## config.mk

```make
export PLATFORM = sky130hd
export DESIGN_NAME = wildcard_pattern_matcher_flat
export DESIGN_NICKNAME = d
export VERILOG_FILES = /design/src/rtl/wpm_pkg.sv /design/src/rtl/wpm_if.sv /design/src/rtl/wpm_csr.sv /design/src/rtl/wpm_row_update.sv /design/src/rtl/wildcard_pattern_matcher.sv /design/src/flat_wrapper.sv
export SDC_FILE = /design/constraint.sdc
export NUM_CORES = 1
export LEC_CHECK = 0
export ABC_AREA = 1
export BUFFER_PORTS_ARGS = -buffer_cell sky130_fd_sc_hd__buf_2
export CAP_MARGIN = 25
export CORE_ASPECT_RATIO = 1.5
export CORE_UTILIZATION = 30
export CTS_BUF_LIST = sky130_fd_sc_hd__clkbuf_2 sky130_fd_sc_hd__clkbuf_4 sky130_fd_sc_hd__clkbuf_8
export CTS_CLUSTER_SIZE = 20
export DETAILED_ROUTE_END_ITERATION = 10
export PLACE_DENSITY = 0.51
export SKIP_CTS_REPAIR_TIMING = 1
export SYNTH_ARGS = -nofsm -noshare
export SYNTH_HDL_FRONTEND = slang
export SYNTH_HIERARCHICAL = 1
export SYNTH_SLANG_ARGS = --single-unit
```

## constraint.sdc

```tcl
create_clock -name clock -period 5.27 [get_ports clock]
set_input_delay 0.2635 -clock clock [delete_from_list [all_inputs] [get_ports clock]]
set_output_delay 0.2635 -clock clock [all_outputs]
set_load 0.05 [all_outputs]
```

## src/rtl/wpm_pkg.sv

```systemverilog
`timescale 1ns / 1ps
// ----------------------------------------------------------------------------
// wpm_pkg
// Shared types and constants for the wildcard pattern matcher.
// ----------------------------------------------------------------------------
package wpm_pkg;

   localparam int TEXT_CHAR_W   = 5;
   localparam int PAT_LEN_W     = 6;
   localparam int CSR_DATA_W    = 64;
   localparam int CSR_INDEX_W   = 3;
   localparam int SYMBOL_W      = 8;
   localparam int PATTERN_SLOTS = 32;

   localparam logic [SYMBOL_W-1:0] LETTER_COUNT = 8'd26;
   localparam logic [SYMBOL_W-1:0] SYM_QUESTION = 8'd26;
   localparam logic [SYMBOL_W-1:0] SYM_STAR     = 8'd27;

   typedef enum logic [CSR_INDEX_W-1:0] {
      REG_PATTERN_LENGTH = 3'd0,
      REG_SYMBOLS_0      = 3'd1,
      REG_SYMBOLS_1      = 3'd2,
      REG_SYMBOLS_2      = 3'd3,
      REG_SYMBOLS_3      = 3'd4
   } csr_index_type;

   typedef struct packed {
      logic [PAT_LEN_W-1:0]                    pattern_length;
      logic [PATTERN_SLOTS-1:0][SYMBOL_W-1:0]  symbols;
   } cfg_type;

   typedef struct packed {
      logic [TEXT_CHAR_W-1:0] text_char;
      logic                   end_of_text;
      logic                   empty_text;
   } req_payload_type;

   typedef struct packed {
      logic prefix_matches;
      logic is_last;
   } rsp_payload_type;

endpackage

```

## src/rtl/wpm_if.sv

```systemverilog
`timescale 1ns / 1ps
// ----------------------------------------------------------------------------
// wpm_req_if / wpm_rsp_if
// Valid/ready channels for text items and match results.
// ----------------------------------------------------------------------------
interface wpm_req_if
   import wpm_pkg::*;
();
   logic                   valid;
   logic                   ready;
   logic [TEXT_CHAR_W-1:0] text_char;
   logic                   end_of_text;
   logic                   empty_text;

   modport source (output valid, output text_char, output end_of_text,
                   output empty_text, input ready);
   modport sink   (input valid, input text_char, input end_of_text,
                   input empty_text, output ready);
endinterface

interface wpm_rsp_if;
   logic valid;
   logic ready;
   logic prefix_matches;
   logic is_last;

   modport source (output valid, output prefix_matches, output is_last, input ready);
   modport sink   (input valid, input prefix_matches, input is_last, output ready);
endinterface

```

## src/rtl/wpm_csr.sv

```systemverilog
`timescale 1ns / 1ps
// ----------------------------------------------------------------------------
// wpm_csr
// Pattern length and pattern symbol registers, write-only port.
// ----------------------------------------------------------------------------
module wpm_csr
   import wpm_pkg::*;
(
   input  logic                   clock,
   input  logic                   reset,
   input  logic                   csr_we,
   input  logic [CSR_INDEX_W-1:0] csr_index,
   input  logic [CSR_DATA_W-1:0]  csr_wdata,
   output cfg_type                cfg
);

   cfg_type cfg_ff;
   cfg_type cfg_in;

   always_comb begin
      cfg_in = cfg_ff;
      if (csr_we) begin
         unique case (csr_index_type'(csr_index))
            REG_PATTERN_LENGTH: cfg_in.pattern_length = csr_wdata[PAT_LEN_W-1:0];
            REG_SYMBOLS_0:      cfg_in.symbols[7:0]   = csr_wdata;
            REG_SYMBOLS_1:      cfg_in.symbols[15:8]  = csr_wdata;
            REG_SYMBOLS_2:      cfg_in.symbols[23:16] = csr_wdata;
            REG_SYMBOLS_3:      cfg_in.symbols[31:24] = csr_wdata;
            default:            cfg_in = cfg_ff;
         endcase
      end
   end

   always_ff @(posedge clock) begin
      if (reset) begin
         cfg_ff <= '0;
      end else begin
         cfg_ff <= cfg_in;
      end
   end

   assign cfg = cfg_ff;

endmodule

```

## src/rtl/wpm_row_update.sv

```systemverilog
`timescale 1ns / 1ps
// ----------------------------------------------------------------------------
// wpm_row_update
// Next match row for one text item. The left-to-right dependency along the
// row is a generate/propagate chain, evaluated as one carry add.
// ----------------------------------------------------------------------------
module wpm_row_update
   import wpm_pkg::*;
#(
   parameter int MAX_PATTERN = 32
) (
   input  cfg_type                 cfg,
   input  req_payload_type         item,
   input  logic                    at_start,
   input  logic [MAX_PATTERN:0]    row_cur,
   output logic [MAX_PATTERN:0]    row_next,
   output logic                    matched
);

   localparam int RW = MAX_PATTERN + 1;
   localparam int NW = $clog2(MAX_PATTERN + 1);

   logic [NW-1:0]          n_used;
   logic [MAX_PATTERN-1:0] wild;
   logic [MAX_PATTERN-1:0] gen;
   logic [MAX_PATTERN-1:0] add_a;
   logic [RW-1:0]          empty_sum;
   logic [RW-1:0]          empty_row;
   logic [RW-1:0]          base_row;
   logic [RW-1:0]          adv_sum;
   logic [RW-1:0]          adv_row;

   always_comb begin
      if (cfg.pattern_length > PAT_LEN_W'(MAX_PATTERN)) begin
         n_used = NW'(MAX_PATTERN);
      end else begin
         n_used = NW'(cfg.pattern_length);
      end
   end

   // propagate terms: '?' and '*' within the used length
   always_comb begin
      for (int k = 0; k < MAX_PATTERN; k++) begin
         wild[k] = (NW'(k) < n_used) &&
                   (cfg.symbols[k] == SYM_QUESTION || cfg.symbols[k] == SYM_STAR);
      end
   end

   // empty-text row: bit 0 set, then carried through leading wildcards
   assign empty_sum = {1'b0, wild} + RW'(1);
   assign empty_row = empty_sum ^ {1'b0, wild};

   assign base_row = (at_start || item.empty_text) ? empty_row : row_cur;

   // generate terms from the previous row
   always_comb begin
      for (int k = 0; k < MAX_PATTERN; k++) begin
         gen[k] = 1'b0;
         if (NW'(k) < n_used) begin
            if (cfg.symbols[k] < LETTER_COUNT &&
                cfg.symbols[k] == {3'b000, item.text_char}) begin
               gen[k] = base_row[k];
            end else if (cfg.symbols[k] == SYM_QUESTION) begin
               gen[k] = base_row[k];
            end else if (cfg.symbols[k] == SYM_STAR) begin
               gen[k] = base_row[k+1];
            end
         end
      end
   end

   assign add_a   = gen | wild;
   assign adv_sum = {1'b0, add_a} + {1'b0, gen};
   assign adv_row = adv_sum ^ {1'b0, add_a ^ gen};

   assign row_next = item.empty_text ? empty_row : adv_row;
   assign matched  = row_next[n_used];

endmodule

```

## src/rtl/wildcard_pattern_matcher.sv

```systemverilog
`timescale 1ns / 1ps
// ----------------------------------------------------------------------------
// wildcard_pattern_matcher
// Streams text letters through a wildcard match row and reports per item
// whether the text so far matches the whole configured pattern.
//
// Path: input register, then result register; a stalled result holds the item in the input reg.
// Throughput: 1 item per cycle unless results stall; one carry add per item for the row.
// Reset: pattern registers cleared, match row cleared, next item starts a text.
// No clearing pass; items are accepted from the first cycle after reset.
// ----------------------------------------------------------------------------
module wildcard_pattern_matcher
   import wpm_pkg::*;
#(
   parameter int MAX_PATTERN = 32
) (
   input  logic                   clock,
   input  logic                   reset,
   wpm_req_if.sink                req_chan,
   wpm_rsp_if.source              rsp_chan,
   input  logic                   csr_we,
   input  logic [CSR_INDEX_W-1:0] csr_index,
   input  logic [CSR_DATA_W-1:0]  csr_wdata
);

   cfg_type               cfg;
   req_payload_type       req_payload;
   req_payload_type       item_ff;
   logic                  item_valid_ff;
   logic                  item_valid_in;
   rsp_payload_type       rsp_ff;
   rsp_payload_type       rsp_in;
   logic                  rsp_valid_ff;
   logic                  rsp_valid_in;
   logic [MAX_PATTERN:0]  row_ff;
   logic [MAX_PATTERN:0]  row_in;
   logic                  at_start_ff;
   logic                  at_start_in;
   logic [MAX_PATTERN:0]  row_next;
   logic                  matched;
   logic                  advance;
   logic                  req_fire;

   wpm_csr u_csr (
      .clock     (clock),
      .reset     (reset),
      .csr_we    (csr_we),
      .csr_index (csr_index),
      .csr_wdata (csr_wdata),
      .cfg       (cfg)
   );

   wpm_row_update #(
      .MAX_PATTERN (MAX_PATTERN)
   ) u_row_update (
      .cfg      (cfg),
      .item     (item_ff),
      .at_start (at_start_ff),
      .row_cur  (row_ff),
      .row_next (row_next),
      .matched  (matched)
   );

   assign req_payload.text_char   = req_chan.text_char;
   assign req_payload.end_of_text = req_chan.end_of_text;
   assign req_payload.empty_text  = req_chan.empty_text;

   assign advance        = item_valid_ff && (!rsp_valid_ff || rsp_chan.ready);
   assign req_chan.ready = !item_valid_ff || advance;
   assign req_fire       = req_chan.valid && req_chan.ready;

   always_comb begin
      item_valid_in = item_valid_ff;
      rsp_valid_in  = rsp_valid_ff;
      rsp_in        = rsp_ff;
      row_in        = row_ff;
      at_start_in   = at_start_ff;
      if (req_fire) begin
         item_valid_in = 1'b1;
      end else if (advance) begin
         item_valid_in = 1'b0;
      end
      if (advance) begin
         rsp_valid_in          = 1'b1;
         rsp_in.prefix_matches = matched;
         rsp_in.is_last        = item_ff.end_of_text || item_ff.empty_text;
         row_in                = row_next;
         at_start_in           = item_ff.end_of_text || item_ff.empty_text;
      end else if (rsp_chan.ready) begin
         rsp_valid_in = 1'b0;
      end
   end

   always_ff @(posedge clock) begin
      if (reset) begin
         item_valid_ff <= 1'b0;
         rsp_valid_ff  <= 1'b0;
         row_ff        <= '0;
         at_start_ff   <= 1'b1;
      end else begin
         item_valid_ff <= item_valid_in;
         rsp_valid_ff  <= rsp_valid_in;
         row_ff        <= row_in;
         at_start_ff   <= at_start_in;
      end
   end

   always_ff @(posedge clock) begin
      if (req_fire) begin
         item_ff <= req_payload;
      end
      rsp_ff <= rsp_in;
   end

   assign rsp_chan.valid          = rsp_valid_ff;
   assign rsp_chan.prefix_matches = rsp_ff.prefix_matches;
   assign rsp_chan.is_last        = rsp_ff.is_last;

   a_empty_is_last: assert property (@(posedge clock) disable iff (reset)
      (advance && item_ff.empty_text) |=> (rsp_valid_ff && rsp_ff.is_last))
      else $error("empty-text item did not close the text");

   a_last_restarts: assert property (@(posedge clock) disable iff (reset)
      (advance && item_ff.end_of_text) |=> at_start_ff)
      else $error("text end did not restart the row");

   a_row_origin: assert property (@(posedge clock) disable iff (reset)
      (advance && !item_ff.empty_text) |=> !row_ff[0])
      else $error("row origin bit set after a text letter");

   a_held_result: assert property (@(posedge clock) disable iff (reset)
      (rsp_valid_ff && !rsp_chan.ready && item_valid_ff) |=> item_valid_ff)
      else $error("item dropped while result stalled");

endmodule

```

## src/flat_wrapper.sv

```systemverilog
// flat-port wrapper written by rule: the top's interface ports become plain ports
module wildcard_pattern_matcher_flat import wpm_pkg::*;
#(
   parameter int MAX_PATTERN = 32
)
  (clock, reset, csr_we, csr_index, csr_wdata, req_chan_valid, req_chan_text_char, req_chan_end_of_text, req_chan_empty_text, req_chan_ready, rsp_chan_valid, rsp_chan_prefix_matches, rsp_chan_is_last, rsp_chan_ready);
  wpm_req_if req_chan_i ();
  wpm_rsp_if rsp_chan_i ();
  input  logic clock;
  input  logic reset;
  input  logic csr_we;
  input  logic [CSR_INDEX_W-1:0] csr_index;
  input  logic [CSR_DATA_W-1:0] csr_wdata;
  input wire logic [$bits(req_chan_i.valid)-1:0] req_chan_valid;
  input wire logic [$bits(req_chan_i.text_char)-1:0] req_chan_text_char;
  input wire logic [$bits(req_chan_i.end_of_text)-1:0] req_chan_end_of_text;
  input wire logic [$bits(req_chan_i.empty_text)-1:0] req_chan_empty_text;
  output wire logic [$bits(req_chan_i.ready)-1:0] req_chan_ready;
  output wire logic [$bits(rsp_chan_i.valid)-1:0] rsp_chan_valid;
  output wire logic [$bits(rsp_chan_i.prefix_matches)-1:0] rsp_chan_prefix_matches;
  output wire logic [$bits(rsp_chan_i.is_last)-1:0] rsp_chan_is_last;
  input wire logic [$bits(rsp_chan_i.ready)-1:0] rsp_chan_ready;
  assign req_chan_i.valid = req_chan_valid;
  assign req_chan_i.text_char = req_chan_text_char;
  assign req_chan_i.end_of_text = req_chan_end_of_text;
  assign req_chan_i.empty_text = req_chan_empty_text;
  assign req_chan_ready = req_chan_i.ready;
  assign rsp_chan_valid = rsp_chan_i.valid;
  assign rsp_chan_prefix_matches = rsp_chan_i.prefix_matches;
  assign rsp_chan_is_last = rsp_chan_i.is_last;
  assign rsp_chan_i.ready = rsp_chan_ready;
  wildcard_pattern_matcher #(.MAX_PATTERN(MAX_PATTERN)) u_core (.clock(clock), .reset(reset), .req_chan(req_chan_i), .rsp_chan(rsp_chan_i), .csr_we(csr_we), .csr_index(csr_index), .csr_wdata(csr_wdata));
endmodule
```

==> summary.md <==
| Metric | Value |
|---|---|
| # port buffers | 82 |
| Number of flops mapped to enable cells by yosys | 9 |
| Overall die width | 229 um |
| Number of clock sinks | 307 |
| Total nets after synthesis | 4079 |
| Data required, critical path | 5.77 ns |
| Global placer's final weighted congestion | 1.08 |
| Worst path slowest cell | dfxtp_1 |
| Die area | 78200 um2 |
| Highest-count cells in the layout ignoring fill and taps | nand2_1, nor2_1, nand3_1 |
| Core ar. | 76200 um2 |
| Detail Placement HPWL | 90400 um |
| Ratio of total power to cell area | 228 nW/um2 |
| Number of library cell types mapped by synthesis | 64 |
| Core Util, Final | 0.344 |
| Worst hold slack after final layout | -0.0117 ns |
| Root buf cell | clkbuf_8 |
| Final setup fails | 0 |
| Xor and xnor area share after synthesis | 0.0136 |
| Worst skew pair latency | 0.74 ns |
| Share of flip-flops with an asynchronous set or reset after synthesis | 0 |
| Class of the tightest hold or removal check | in -> reg |
| Tmin final | 5.02 ns |
| Most common cell after layout, fill and taps aside | nand2_1 |
| Top fanout value on the critical path | 9 |
| Largest family of logic cells by synthesized area | simple AND/OR/NAND/NOR gates |
| Global-route wire length before repair | 171000 um |
| Reg clk slew, reported paths | 0.08 ns |
| CP startpoint kind | flip-flop |
| Share of the synthesized area in compound gates (AO/OA/AOI/OAI) | 0.0947 |
| Most used cell, CP | nand2_1 |
| Net count reported at finish | 4160 |
| Synth Area per Inst | 5.78 um2 |
| Netlist area before placement | 23100 um2 |
| Type of destination of the critical path | flip-flop |
| Worst Max-Slew Pin Slew | 1.14 ns |
| Number of CTS-inserted buffers | 53 |
| Post-synthesis mux area share | 0.000487 |
| Hold violation total from the final report | 16 |
| Arrival time of the worst setup path | 5.52 ns |
| Post-DR vias/cell | 5.21 |
| Buffer levels on the longest clock path | 3 |
| Primary FF master, synth | dfxtp_1 |
| Area added between synthesis and finish | 13.2% |
| Number of instances in the synthesized netlist | 3998 |
| Per-cell routed wire length | 23.0 um |
| Count of fill cells added during filler insertion | 8779 |
| Yosys reg bits | 307 |
| First-pass detailed-route iteration total | 6 |
| Ratio of cells with drive above 1 in the final layout | 0.123 |
| RSZ-0062 raised after global routing | true |
| Detailed-route DRC error count | 0 |
| Max cap viols | 0 |
| Maximum vdd drop | 0.149 mV |
| Outcome | finished, violations left |
| Die outline height | 342 um |
| Pleak | 11.3 nW |
| Largest net degree at the start of global routing | 199 |
| Detailed router's first-iteration violation count | 2176 |
| Antenna viol nets, final | 0 |
| Via total after detailed routing | 26728 |
| Adder-cell share of the synthesized area | 0.00108 |
| H-Tree Level Count | 2 |
| Sequential area share after synthesis | 0.270 |
| Post-route fraction of the period consumed by the critical path | 0.953 |
| I/O pin cnt | 83 |
| Combined buffer and inverter count along the critical path | 2 |
| Number of global-route vias before repair | 25166 |
| Delay-heaviest family, CP | simple AND/OR/NAND/NOR gates |
| Clock tree skew after final layout | 0.0551 ns |
| Startpoint-to-endpoint class of the critical path | reg -> reg |
| Global-route congestion overflow total | 0 |
| Total GRT Usage | 0.295 |
| Count of warnings emitted by yosys | 6 |
| Number of rows created at floorplan | 124 |
| Worst slew slack as a fraction of its limit | 0.242 |
| Number of max-slew violations in the final report | 0 |
| Initial cell density of the core | 0.304 |
| Crit-path max cell delay | 0.44 ns |
| Total detailed-routing wirelength | 118000 um |
| Maximum operating frequency | 0.199 GHz |
| Violated checks | negative hold slack |
| CTS tree | built |
| Number of antenna violations at the first check in global routing | 2 |
| Simple-gate area share of the yosys netlist | 0.507 |
-- final timing paths --
path / to / slack (ns) / cells past startpoint / startpoint
max: u_core/rsp_chan.prefix_matches / 0.25 / 30 / u_core/u_csr/cfg[257]
min: u_core/u_csr/cfg[173] / -0.01 / 5 / csr_wdata[45]
max reg2reg: u_core/rsp_chan.prefix_matches / 0.25 / 30 / u_core/u_csr/cfg[257]
min reg2reg: u_core/u_csr/cfg[78] / 0.48 / 2 / u_core/u_csr/cfg[78]
-- worst min-delay path: stages --
cell and delay [ns]:
buf_2 0.08, inv_1 0.08, nand3_1 0.10, nand2_1 0.05
nor2_1 0.07
-- layout make-up --
class | count | area (um2) | area share
multi-input combinational | 3072 | 14300 | 0.546
sequential | 307 | 6240 | 0.238
inverter | 442 | 1680 | 0.0641
timing repair buffer | 203 | 1490 | 0.0570
tap | 1008 | 1260 | 0.0482
clock buffer | 84 | 1040 | 0.0399
clock inverter | 12 | 160 | 0.00612
antenna | 1 | 2.50 | 0.0000956
-- Yosys cell counts, types with 3 or more instances --
cell	count	area share
nand2_1	962	0.16
buf_2	76	0.016
clkbuf_1	54	0.0088
nor2_4	16	0.0078
a221oi_1	12	0.0045
inv_2	36	0.0058
edfxtp_1	9	0.012
nand2_4	6	0.0029
dfxtp_1	298	0.26
a311oi_1	5	0.0019
or2_2	26	0.0070
o2111ai_1	6	0.0023
o31ai_1	5	0.0016
o21ai_2	12	0.0045
o22ai_1	41	0.011
o211ai_1	8	0.0026
buf_6	20	0.0097
nand3_1	541	0.12
nor3_1	45	0.0097
o21a_1	8	0.0026
a31oi_1	3	0.00081
inv_1	400	0.065
o21ai_0	97	0.021
buf_4	5	0.0016
clkinv_1	5	0.00081
nor2_1	858	0.14
nand2_2	35	0.0095
a21oi_1	110	0.024
buf_1	20	0.0032
nor2_2	34	0.0092
nor3_2	4	0.0017
o21ai_1	17	0.0037
nand4_1	65	0.018
nand3b_1	11	0.0036
nor4_1	26	0.0070
a21oi_2	18	0.0068
xor2_1	34	0.013
nand3_2	32	0.014
-- stage by stage --
stage / cells / TNS [ns] / setup slack [ns] / cell area [um2] / power [W]
floorplan: 3998 / 0 / 1.67 / 23100 / 0.00311
global placement: 4996 / -0.347 / -0.248 / 24600 / 0.00342
detailed placement: 4997 / -0.185 / -0.156 / 24600 / 0.00342
CTS: 5093 / -0.308 / -0.187 / 25800 / 0.00602
global route: 5129 / -0.0858 / -0.0858 / 26200 / 0.00622
finish: 5129 / 0 / 0.247 / 26200 / 0.00597
-- power breakdown --
group	total (W)	switching, W	internal (W)
logic	0.000888	0.000617	0.000271
clock network	0.00257	0.00116	0.00141
registers	0.00251	0.0000899	0.00242
-- registers in the layout, indices dropped and copies added (netlist names) --
name / cells
u_core/rsp_chan.is_last: 1
u_core/row_ff: 33
u_core/rsp_chan.prefix_matches: 1
u_core/u_csr/cfg: 262
u_core/item_ff: 7
u_core/rsp_chan.valid: 1
u_core/item_valid_ff: 1
u_core/at_start_ff: 1
-- kinds of logic after synthesis --
family / count (synthesis)
AOI/OAI and AO/OA: 361
xor gates and xnor gates: 36
adders and majority gates: 2
buffers and inverters: 619
DFF: 307
muxes: 1
and+or+nand+nor: 2672
-- layer usage --
metal  GRT usage  routed length (um)  vias to the layer above
li1            -                   -                    12977
met1       0.325               44900                    12484
met2       0.520               57400                      929
met3      0.0433                6280                      338
met4       0.209                9570                        0
met5           0                   0                        -
No activity file was read; power rests on OpenSTA's default activity.
